**src/design/pidc_pkg.sv**
```systemverilog
package pidc_pkg;

  localparam int DATA_WIDTH_DEF = 32;
  localparam int FRAC_BITS_DEF  = 16;

  localparam int CFG_INDEX_W = 3;
  typedef logic [CFG_INDEX_W-1:0] cfg_index_t;

  // Configuration register indexes.
  localparam cfg_index_t REG_SETPOINT       = 3'd0;
  localparam cfg_index_t REG_KP             = 3'd1;
  localparam cfg_index_t REG_KI             = 3'd2;
  localparam cfg_index_t REG_KD             = 3'd3;
  localparam cfg_index_t REG_INTEGRAL_LIMIT = 3'd4;
  localparam cfg_index_t REG_LOOP_MODE      = 3'd5;

  typedef logic [1:0] loop_mode_t;

  localparam loop_mode_t MODE_PID    = 2'd0;
  localparam loop_mode_t MODE_PI     = 2'd1;
  localparam loop_mode_t MODE_PI_AW  = 2'd2;

  // Per-item flags that follow the data down the pipeline.
  typedef struct packed {
    logic clip;
    logic use_d;
  } stage_ctl_t;

endpackage

```
**src/design/pidc_loop.sv**
```systemverilog
module pidc_loop #(
  parameter int DATA_WIDTH = pidc_pkg::DATA_WIDTH_DEF,
  parameter int FRAC_BITS  = pidc_pkg::FRAC_BITS_DEF
) (
  input  logic                         clk,
  input  logic                         rst,
  input  logic                         step,
  input  logic signed [DATA_WIDTH-1:0] measured,
  input  logic signed [DATA_WIDTH-1:0] setpoint,
  input  logic        [DATA_WIDTH-2:0] integral_limit,
  input  pidc_pkg::loop_mode_t         loop_mode,
  output logic signed [DATA_WIDTH-1:0] err,
  output logic signed [DATA_WIDTH-1:0] acc,
  output logic signed [DATA_WIDTH:0]   diff,
  output pidc_pkg::stage_ctl_t         ctl
);
  import pidc_pkg::*;

  // 0.2 rounded to the nearest step of the fixed-point format.
  localparam logic signed [DATA_WIDTH-1:0] THRESH =
    (DATA_WIDTH)'(((2 ** FRAC_BITS) * 2 + 5) / 10);
  localparam logic signed [DATA_WIDTH-1:0] MAXV = {1'b0, {(DATA_WIDTH-1){1'b1}}};
  localparam logic signed [DATA_WIDTH-1:0] MINV = {1'b1, {(DATA_WIDTH-1){1'b0}}};

  logic signed [DATA_WIDTH-1:0] previous_error;
  logic signed [DATA_WIDTH-1:0] integral_sum;

  logic signed [DATA_WIDTH:0]   delta;
  logic signed [DATA_WIDTH:0]   sum_raw;
  logic signed [DATA_WIDTH:0]   lim_pos;
  logic signed [DATA_WIDTH:0]   lim_neg;
  logic signed [DATA_WIDTH-1:0] inc;
  logic                         ovf;

  always_comb begin
    delta = {setpoint[DATA_WIDTH-1], setpoint} - {measured[DATA_WIDTH-1], measured};
    ovf   = delta[DATA_WIDTH] ^ delta[DATA_WIDTH-1];
    if (ovf) begin
      err = delta[DATA_WIDTH] ? MINV : MAXV;
    end else begin
      err = delta[DATA_WIDTH-1:0];
    end

    // Anti-windup mode integrates only half of a large positive error.
    if (loop_mode == MODE_PI_AW && err >= THRESH) begin
      inc = err >>> 1;
    end else begin
      inc = err;
    end

    sum_raw = {integral_sum[DATA_WIDTH-1], integral_sum} + {inc[DATA_WIDTH-1], inc};
    lim_pos = {2'b00, integral_limit};
    lim_neg = -lim_pos;
    if (sum_raw > lim_pos) begin
      acc = lim_pos[DATA_WIDTH-1:0];
    end else if (sum_raw < lim_neg) begin
      acc = lim_neg[DATA_WIDTH-1:0];
    end else begin
      acc = sum_raw[DATA_WIDTH-1:0];
    end

    diff      = {err[DATA_WIDTH-1], err} - {previous_error[DATA_WIDTH-1], previous_error};
    ctl.clip  = ovf;
    ctl.use_d = (loop_mode == MODE_PID);
  end

  always_ff @(posedge clk) begin
    if (rst) begin
      previous_error <= '0;
      integral_sum   <= '0;
    end else if (step) begin
      previous_error <= err;
      integral_sum   <= acc;
    end
  end

endmodule

```
**config.mk**
```make
export PLATFORM = sky130hd
export DESIGN_NAME = pidc_loop
export DESIGN_NICKNAME = d
export VERILOG_FILES = /design/src/design/pidc_pkg.sv /design/src/design/pidc_loop.sv
export SDC_FILE = /design/constraint.sdc
export NUM_CORES = 1
export LEC_CHECK = 0
export ABC_AREA = 0
export BUFFER_PORTS_ARGS = -buffer_cell sky130_fd_sc_hd__clkbuf_2
export CAP_MARGIN = 5
export CORE_UTILIZATION = 35
export DETAILED_ROUTE_END_ITERATION = 7
export SYNTH_ARGS = -nofsm -noshare
export SYNTH_HDL_FRONTEND = slang
export SYNTH_SLANG_ARGS = --single-unit
```
**constraint.sdc**
```tcl
create_clock -name clk -period 16.7 [get_ports clk]
set_input_delay 1.67 -clock clk [delete_from_list [all_inputs] [get_ports clk]]
set_output_delay 1.67 -clock clk [all_outputs]
set_load 0.02 [all_outputs]
```
==> results.cfg, run 1 <==
[clock_tree]
cts_setup_buffers = 0
cts_resized = 0
h-tree-depth = 3
root_buffer = clkbuf_16
clock_sinks = 64
holdBufCountCts = 0
numCtsBuffers = 9
cts_tree = done
clk_pin_slew_ps = 60
clk_path_buf_depth = 2
clock_latency_ps = 340

[timing]
finalCritPeriodShare_pct = 91.9
whs_ps = 482
rsz0062_at_grt = no
hold_viol = 0
final-max-slew-violation-count = 0
fmax_mhz = 65.2
tns_ps = 0
finalClockSkew_ps = 6.43
tightest_slew_ps = 1070
layout_setup_ws_ps = 1360
setup_viol = 0
slew_headroom_pct = 28.4
period_needed_ps = 15340

[critical_path]
reg2reg_depth = 23
rr_endpoint = integral_sum[4]
path_class = in2out
critPathSlowestCell = a21o_1
startpoint_type = input pin
critPathArrivalTime_ps = 13670
reg2reg_slack_ps = 10430
rr_startpoint = integral_sum[1]
critPathMaxFanout = 22
end_kind = output port
worstPathRequired_ps = 15030
max_stage_delay_ps = 700
crit_top_cell = a21oi_1

[grt]
track_usage_pct = 21.9
grt_pass1_wl_mm = 57.8
grt_remaining_overflow = 0
antenna_found_initial = 1
grt_max_degree = 77
grt_pass1_vias = 11100

[layout]
area_growth_pct = 15.2
design_area_um2 = 12700
nFillCells = 3246
antenna_cells = 0
layout-drive-gt1-share_pct = 15.4
nets = 1983

[logic_synthesis]
ys_warn_count = 0
synth_top_family_by_area = compound AO/OA/AOI/OAI gates
synthesis.nets = 1817
synth_most_common_cell = nor2_1
yosysTopAreaCell = ha_1
ys_seq_area_share_pct = 11.6
yosys-top-cells-count = nor2_1, ha_1, inv_1, a21oi_1, nand2_1
synth_adder_area_share_pct = 18.9
synth_xor_xnor_area_share_pct = 7.94
ys_types = 84
synthSimpleGateAreaFrac_pct = 21.2
ys_seq_elements = 64
synthCells = 1554
synth_compound_area_share_pct = 29.7
synthTopCellsByArea = ha_1, dfxtp_1, nor2_1, a21oi_1, xnor2_1
async_reset_ff_share_pct = 0
synth-edff-count = 0
netlist_area_um2 = 11000
synthMuxAreaShare_pct = 2.92
synthFlopType = dfxtp_1
syn_area_per_cell_um2 = 7.10
synth.top_cell.area_share_pct = 18.1

[drt]
drt_wl_total_mm = 36.3
drc = 11
wl_per_cell_um = 17.1
vias = 11700
drtIter0Drc = 699
vias_per_cell = 5.53
ant_nets = 0
firstDrtPassIters = 7

[floorplan]
dieHeight_um = 180
die_area_um2 = 32200
fp-row-count = 64
initial_core_util_pct = 35.8
die_w_um = 180
ioPinCount = 199
core_area_um2 = 30800

[status]
status = finished, violations left
violations = DRC

[placed_design]
place_hpwl_mm = 30.0
place_area_um2 = 12400
place_congestion = 0.923
post-place-ws_ps = 1520
io_buffers = 198

[worst_hold_path]
whs_path_depth = 2
holdCritStartpoint = integral_sum[12]
min_path_type = reg2reg
min_to = integral_sum[12]

[job]
drv_cap = 0
[metal layers]
layer  up-vias  wire (um)  share of wire, %  global-route usage [%]
li1       5968          -                 -                       -
met1      5399      16700                46                    28.8
met2       333      17100                47                    37.8
met3        36       1910               5.2                    3.40
met4         2        630               1.7                    4.48
met5         -         12             0.033                       0
[layout make-up]
class	instances	area, um2	share of cell area (%)
multi-input cells	1276	8920	70.2
repair buffers	212	1100	8.62
well taps	396	495	3.90
clock inverters	6	91.3	0.719
inverters	157	589	4.64
clock buffers	10	239	1.88
flip-flops and latches	64	1280	10.1
[cell families (layout without fill, tap and decap cells)]
logic type / count (synthesis) / after routing
DFF: 64 / 64
buffers and inverters: 214 / 385
AOI/OAI and AO/OA: 487 / 487
xor gates and xnor gates: 100 / 100
adders and majority gates: 165 / 165
and+or+nand+nor: 492 / 492
muxes: 32 / 32
[flip-flops by register name (all words and copies together) (netlist names)]
| name | flops |
|---|---|
| integral_sum | 32 |
| previous_error | 32 |
[metrics by stage]
stage | cells | util [%]
after floorplan | 1554 | -
after global placement | 2105 | 40.2
after detailed placement | 2105 | 40.2
after CTS | 2121 | 41.2
after global routing | 2121 | 41.2
final | 2121 | 41.2
[how the worst max path moves through the flow]
stage | to | slack [ps] | startpoint
after global placement | acc[7] | 1900 | measured[1]
after global routing | acc[7] | 190 | measured[1]
after floorplan | acc[14] | 3580 | measured[1]
after detailed placement | acc[4] | 1520 | measured[1]
final | acc[7] | 1360 | measured[1]
after CTS | acc[4] | 1460 | measured[1]
[cell usage in the layout, fill, tap and decap left out, types with 8 or more instances in the layout]
cell | synthesis | final
a211oi_1 | 45 | 45
nor2b_1 | 11 | 11
a311oi_1 | 9 | 9
buf_4 | 1 | 14
nand3_1 | 38 | 38
dfxtp_1 | 64 | 64
or3_1 | 10 | 10
mux2i_1 | 30 | 30
o32ai_1 | 12 | 12
clkbuf_2 | 0 | 198
o31ai_1 | 10 | 10
xnor2_1 | 72 | 72
nand4_1 | 24 | 24
a31o_2 | 8 | 8
xor2_1 | 28 | 28
o21bai_1 | 16 | 16
nor2_1 | 187 | 187
nor3_1 | 42 | 42
clkbuf_16 | 0 | 9
a31oi_1 | 16 | 16
inv_1 | 156 | 156
ha_1 | 160 | 160
nand2b_1 | 17 | 17
a21o_1 | 51 | 51
o21a_1 | 30 | 30
o21ai_0 | 73 | 73
and3_1 | 19 | 19
and2_1 | 14 | 14
o22ai_1 | 8 | 8
a21oi_1 | 135 | 133
nand2_1 | 95 | 95
[worst max-delay path, delay by kind of cell]
| kind | cells | cell delay (ps) |
|---|---|---|
| XOR/XNOR | 2 | 350 |
| AO/OA/AOI/OAI | 28 | 7780 |
| adder cells (fa/ha/maj) | 4 | 1160 |
| AND/OR/NAND/NOR | 7 | 960 |
| multiplexers | 1 | 350 |
| buffers and inverters | 6 | 1320 |
Power of run 1 is left out: the tool's default activity adds up to more than one toggle a clock period on the data nets, which glitch-free logic cannot reach.
==> inputs of run 2 (changes only) <==
--- a/config.mk
+++ b/config.mk
@@ -8,6 +8,7 @@
 export ABC_AREA = 0
 export BUFFER_PORTS_ARGS = -buffer_cell sky130_fd_sc_hd__clkbuf_2
 export CAP_MARGIN = 5
+export CORE_MARGIN = 4
 export CORE_UTILIZATION = 35
 export DETAILED_ROUTE_END_ITERATION = 7
 export SYNTH_ARGS = -nofsm -noshare
==> results.cfg, run 2 (synthesized netlist as in run 1, its figures left out) <==
[grt]
grt_pass1_wl_mm = 57.8
antenna_found_initial = 0
grt_pass1_vias = 11300
grt_max_degree = 77
track_usage_pct = 20.6
grt_remaining_overflow = 0

[floorplan]
ioPinCount = 199
die_area_um2 = 34400
core_area_um2 = 30800
fp-row-count = 64
dieHeight_um = 186
initial_core_util_pct = 35.8
die_w_um = 186

[worst_hold_path]
holdCritStartpoint = integral_sum[12]
whs_path_depth = 2
min_path_type = reg2reg
min_to = integral_sum[12]

[timing]
finalClockSkew_ps = 4.67
rsz0062_at_grt = no
period_needed_ps = 15680
hold_viol = 0
setup_viol = 0
slew_headroom_pct = 19.3
tns_ps = 0
finalCritPeriodShare_pct = 93.9
fmax_mhz = 63.8
final-max-slew-violation-count = 0
tightest_slew_ps = 1210

[layout]
layout_common_cells = clkbuf_2, nor2_1, ha_1
nets = 1980
top_regs = integral_sum x32, previous_error x32
area_growth_pct = 14.8
final-seq-area_um2 = 1280
multi_input_area_um2 = 8920
layout-drive-gt1-share_pct = 15.2
final_common_cell = clkbuf_2
antenna_cells = 0
stdcell_count = 2118
nFillCells = 3264

[job]
drv_cap = 0

[drt]
wl_per_cell_um = 17.5
vias = 11800
drt_wl_total_mm = 37.1
drc = 0
firstDrtPassIters = 5
vias_per_cell = 5.56
ant_nets = 0
drtIter0Drc = 802

[placed_design]
place_hpwl_mm = 30.2
place_congestion = 0.925
io_buffers = 198
place_inst = 2102

[clock_tree]
numCtsBuffers = 9
root_buffer = clkbuf_16
clk_path_buf_depth = 2
holdBufCountCts = 0
cts_resized = 0
cts_setup_buffers = 0
clock_sinks = 64
clock_latency_ps = 350
h-tree-depth = 3
cts_tree = done
clk_pin_slew_ps = 60

[critical_path]
startpoint_type = input pin
reg2reg_depth = 24
end_kind = output port
crit_top_cell = ha_1
critPathSlowestCell = or4b_2
critPathArrivalTime_ps = 14010
worstPathRequired_ps = 15030
rr_startpoint = integral_sum[0]
reg2reg_slack_ps = 10270
rr_endpoint = integral_sum[4]
critPathMaxFanout = 42
max_stage_delay_ps = 750
path_class = in2out

[status]
status = finished clean
[run 2: changes by cell type in the layout (fill, tap and decap cells not counted)]
cell,before,now
inv_6,1,0
buf_4,14,11
bufinv_16,2,1
clkinv_4,0,1
clkinvlp_4,3,4
[run 2: per-stage QoR]
step | worst slack, ps | util (%) | area, um2 | hold WS (ps)
after CTS | 1120 | 41.1 | 12700 | 483
after floorplan | 3580 | - | 11000 | 445
final | 1020 | 41.1 | 12700 | 475
after global routing | 68.4 | 41.1 | 12700 | 498
after detailed placement | 1130 | 40.1 | 12400 | 473
after global placement | 1400 | 40.1 | 12400 | 465
[run 2: how the worst max path moves through the flow]
stage                    to        start
floorplan           acc[14]  measured[1]
global placement     acc[0]  measured[1]
detailed placement   acc[0]  measured[1]
CTS                  acc[0]  measured[1]
global route         acc[8]  measured[1]
finish               acc[1]  measured[1]
[run 2: critical path, delay by kind of cell]
family	cells	cell delay, ps
buffers and inverters	6	1530
and+or+nand+nor	12	2800
AOI/OAI and AO/OA	19	5420
muxes	1	340
adders and majority gates	5	1860
xor gates and xnor gates	2	350
[run 2: area by class of cell]
type	instances	area share, %
sequential	64	10.1
timing repair buffer	209	8.47
clock buffer	10	1.89
tap	396	3.91
clock inverter	6	0.543
multi-input combinational	1276	70.4
inverter	157	4.65
[run 2: routing by layer]
layer	vias up	wire, um	track usage (%)
met5	-	0	0
met4	0	1200	6.94
met3	68	2040	3.26
met2	318	17000	34.1
met1	5429	16800	27.2
li1	5961	-	-
Power of run 2 is left out for the same reason.
==> inputs of run 3 (changes only) <==
--- a/config.mk
+++ b/config.mk
@@ -5,7 +5,7 @@
 export SDC_FILE = /design/constraint.sdc
 export NUM_CORES = 1
 export LEC_CHECK = 0
-export ABC_AREA = 0
+export ABC_AREA = 1
 export BUFFER_PORTS_ARGS = -buffer_cell sky130_fd_sc_hd__clkbuf_2
 export CAP_MARGIN = 5
 export CORE_MARGIN = 4
==> results.cfg, run 3 <==
[critical_path]
crit_start = measured[13]
crit_top_cell = nand2_1
startpoint_type = input pin
path_class = in2out
end_kind = output port
rr_startpoint = integral_sum[0]
critPathSlowestCell = inv_1
critPathArrivalTime_ps = 11640
max_stage_delay_ps = 690
critPathMaxFanout = 32
worstPathRequired_ps = 15030

[drt]
firstDrtPassIters = 5
vias_per_cell = 5.06
drc = 0
wl_per_cell_um = 15.6
drtIter0Drc = 1086
vias = 14400
ant_nets = 0
drt_wl_total_mm = 44.3

[logic_synthesis]
ys_seq_elements = 64
async_reset_ff_share_pct = 0
synthesis.nets = 2480
yosys-top-cells-count = nand2_1, inv_1, nor2_1, ha_1, nand3_1
syn_area_per_cell_um2 = 5.61
ys_seq_area_share_pct = 10.3
synthFlopType = dfxtp_1
ys_warn_count = 0
yosysTopAreaCell = nand2_1
synth-edff-count = 0
ys_types = 46
synth.top_cell.area_share_pct = 19.3
synthCells = 2217
netlist_area_um2 = 12400
synth_most_common_cell = nand2_1
synthTopCellsByArea = nand2_1, ha_1, inv_1, dfxtp_1, nor2_1

[floorplan]
ioPinCount = 199
initial_core_util_pct = 35.8
core_area_um2 = 34800
fp-row-count = 68
dieHeight_um = 197
die_area_um2 = 38600
die_w_um = 197

[timing]
setup_viol = 0
finalCritPeriodShare_pct = 79.7
whs_ps = 509
period_needed_ps = 13310
tns_ps = 0
tightest_slew_ps = 1140
finalClockSkew_ps = 7.03
slew_headroom_pct = 22.9
fmax_mhz = 75.1
hold_viol = 0
layout_setup_ws_ps = 3390
final-max-slew-violation-count = 0
rsz0062_at_grt = no

[grt]
track_usage_pct = 22.2
grt_pass1_wl_mm = 70.7
grt_remaining_overflow = 0
grt_pass1_vias = 13600
grt_max_degree = 80
antenna_found_initial = 0

[layout]
layout-drive-gt1-share_pct = 10.8
nets = 2642
design_area_um2 = 14100
layout_common_cells = nand2_1, inv_1, nor2_1
area_growth_pct = 13.4
antenna_cells = 0
final_common_cell = nand2_1
top_regs = integral_sum x32, previous_error x32

[clock_tree]
clk_pin_slew_ps = 50
root_buffer = clkbuf_16
clock_latency_ps = 340
h-tree-depth = 3
clk_path_buf_depth = 2
cts_setup_buffers = 0
holdBufCountCts = 0
cts_resized = 0
cts_tree = done
clock_sinks = 64
numCtsBuffers = 9

[placed_design]
post-place-ws_ps = 3600
place_congestion = 1.00
place_hpwl_mm = 37.8
io_buffers = 198
place_area_um2 = 13800

[job]
drv_cap = 0

[status]
status = finished clean

[worst_hold_path]
holdCritStartpoint = previous_error[0]
min_path_type = reg2reg
## run 3: changes by cell type in the layout (fill, tap and decap cells not counted), sizes merged, moves of 38 or more
cell | previous run | this run
xnor2 | 72 | 19
inv | 156 | 369
xor2 | 28 | 71
a21o | 51 | 8
nand2 | 95 | 652
nand3 | 39 | 164
a211oi | 46 | 4
o21ai | 80 | 118
## run 3: area by class of cell
cell class / count / area (um2)
fillers: 3907 / 20700
clock buffers: 13 / 260
clock inverters: 3 / 40.0
multi-input cells: 1726 / 9500
repair buffers: 209 / 1070
well taps: 455 / 569
inverters: 369 / 1390
flip-flops and latches: 64 / 1280
## run 3: path summary, 6_finish.rpt
kind | cells after the start | slack, ps | end
max | 48 | 3390 | acc[31]
min | 2 | 510 | previous_error[0]
max reg2reg | 24 | 11370 | integral_sum[11]
min reg2reg | 2 | 510 | previous_error[0]
## run 3: kinds of logic after synthesis
kind of cell	count (synthesis)	share of synthesized area, %
XOR/XNOR	90	6.33
AO/OA/AOI/OAI	329	14.3
AND/OR/NAND/NOR	1144	39.1
adder cells (fa/ha/maj)	163	16.6
flip-flops	64	10.3
buffers and inverters	427	13.4
## run 3: per-stage QoR
stage | std cells | util (%)
3_5_place_dp | 2823 | 39.7
5_1_grt | 2839 | 40.6
6_report | 2839 | 40.6
4_1_cts | 2839 | 40.6
2_1_floorplan | 2217 | -
3_3_place_gp | 2823 | 39.7
## run 3: worst max-delay path: cells and delay by family
family | cells | cell delay, ps
buffers and inverters | 10 | 1750
XOR/XNOR | 2 | 730
AO/OA/AOI/OAI | 5 | 1170
AND/OR/NAND/NOR | 26 | 4830
adder cells (fa/ha/maj) | 5 | 1420
## run 3: metal layers
layer  track usage (%)  wire, um
met5                 0         0
met1              28.9     19900
met2              38.8     20800
met4              6.57      1300
met3              2.63      2280
Power of run 3 is left out for the same reason.
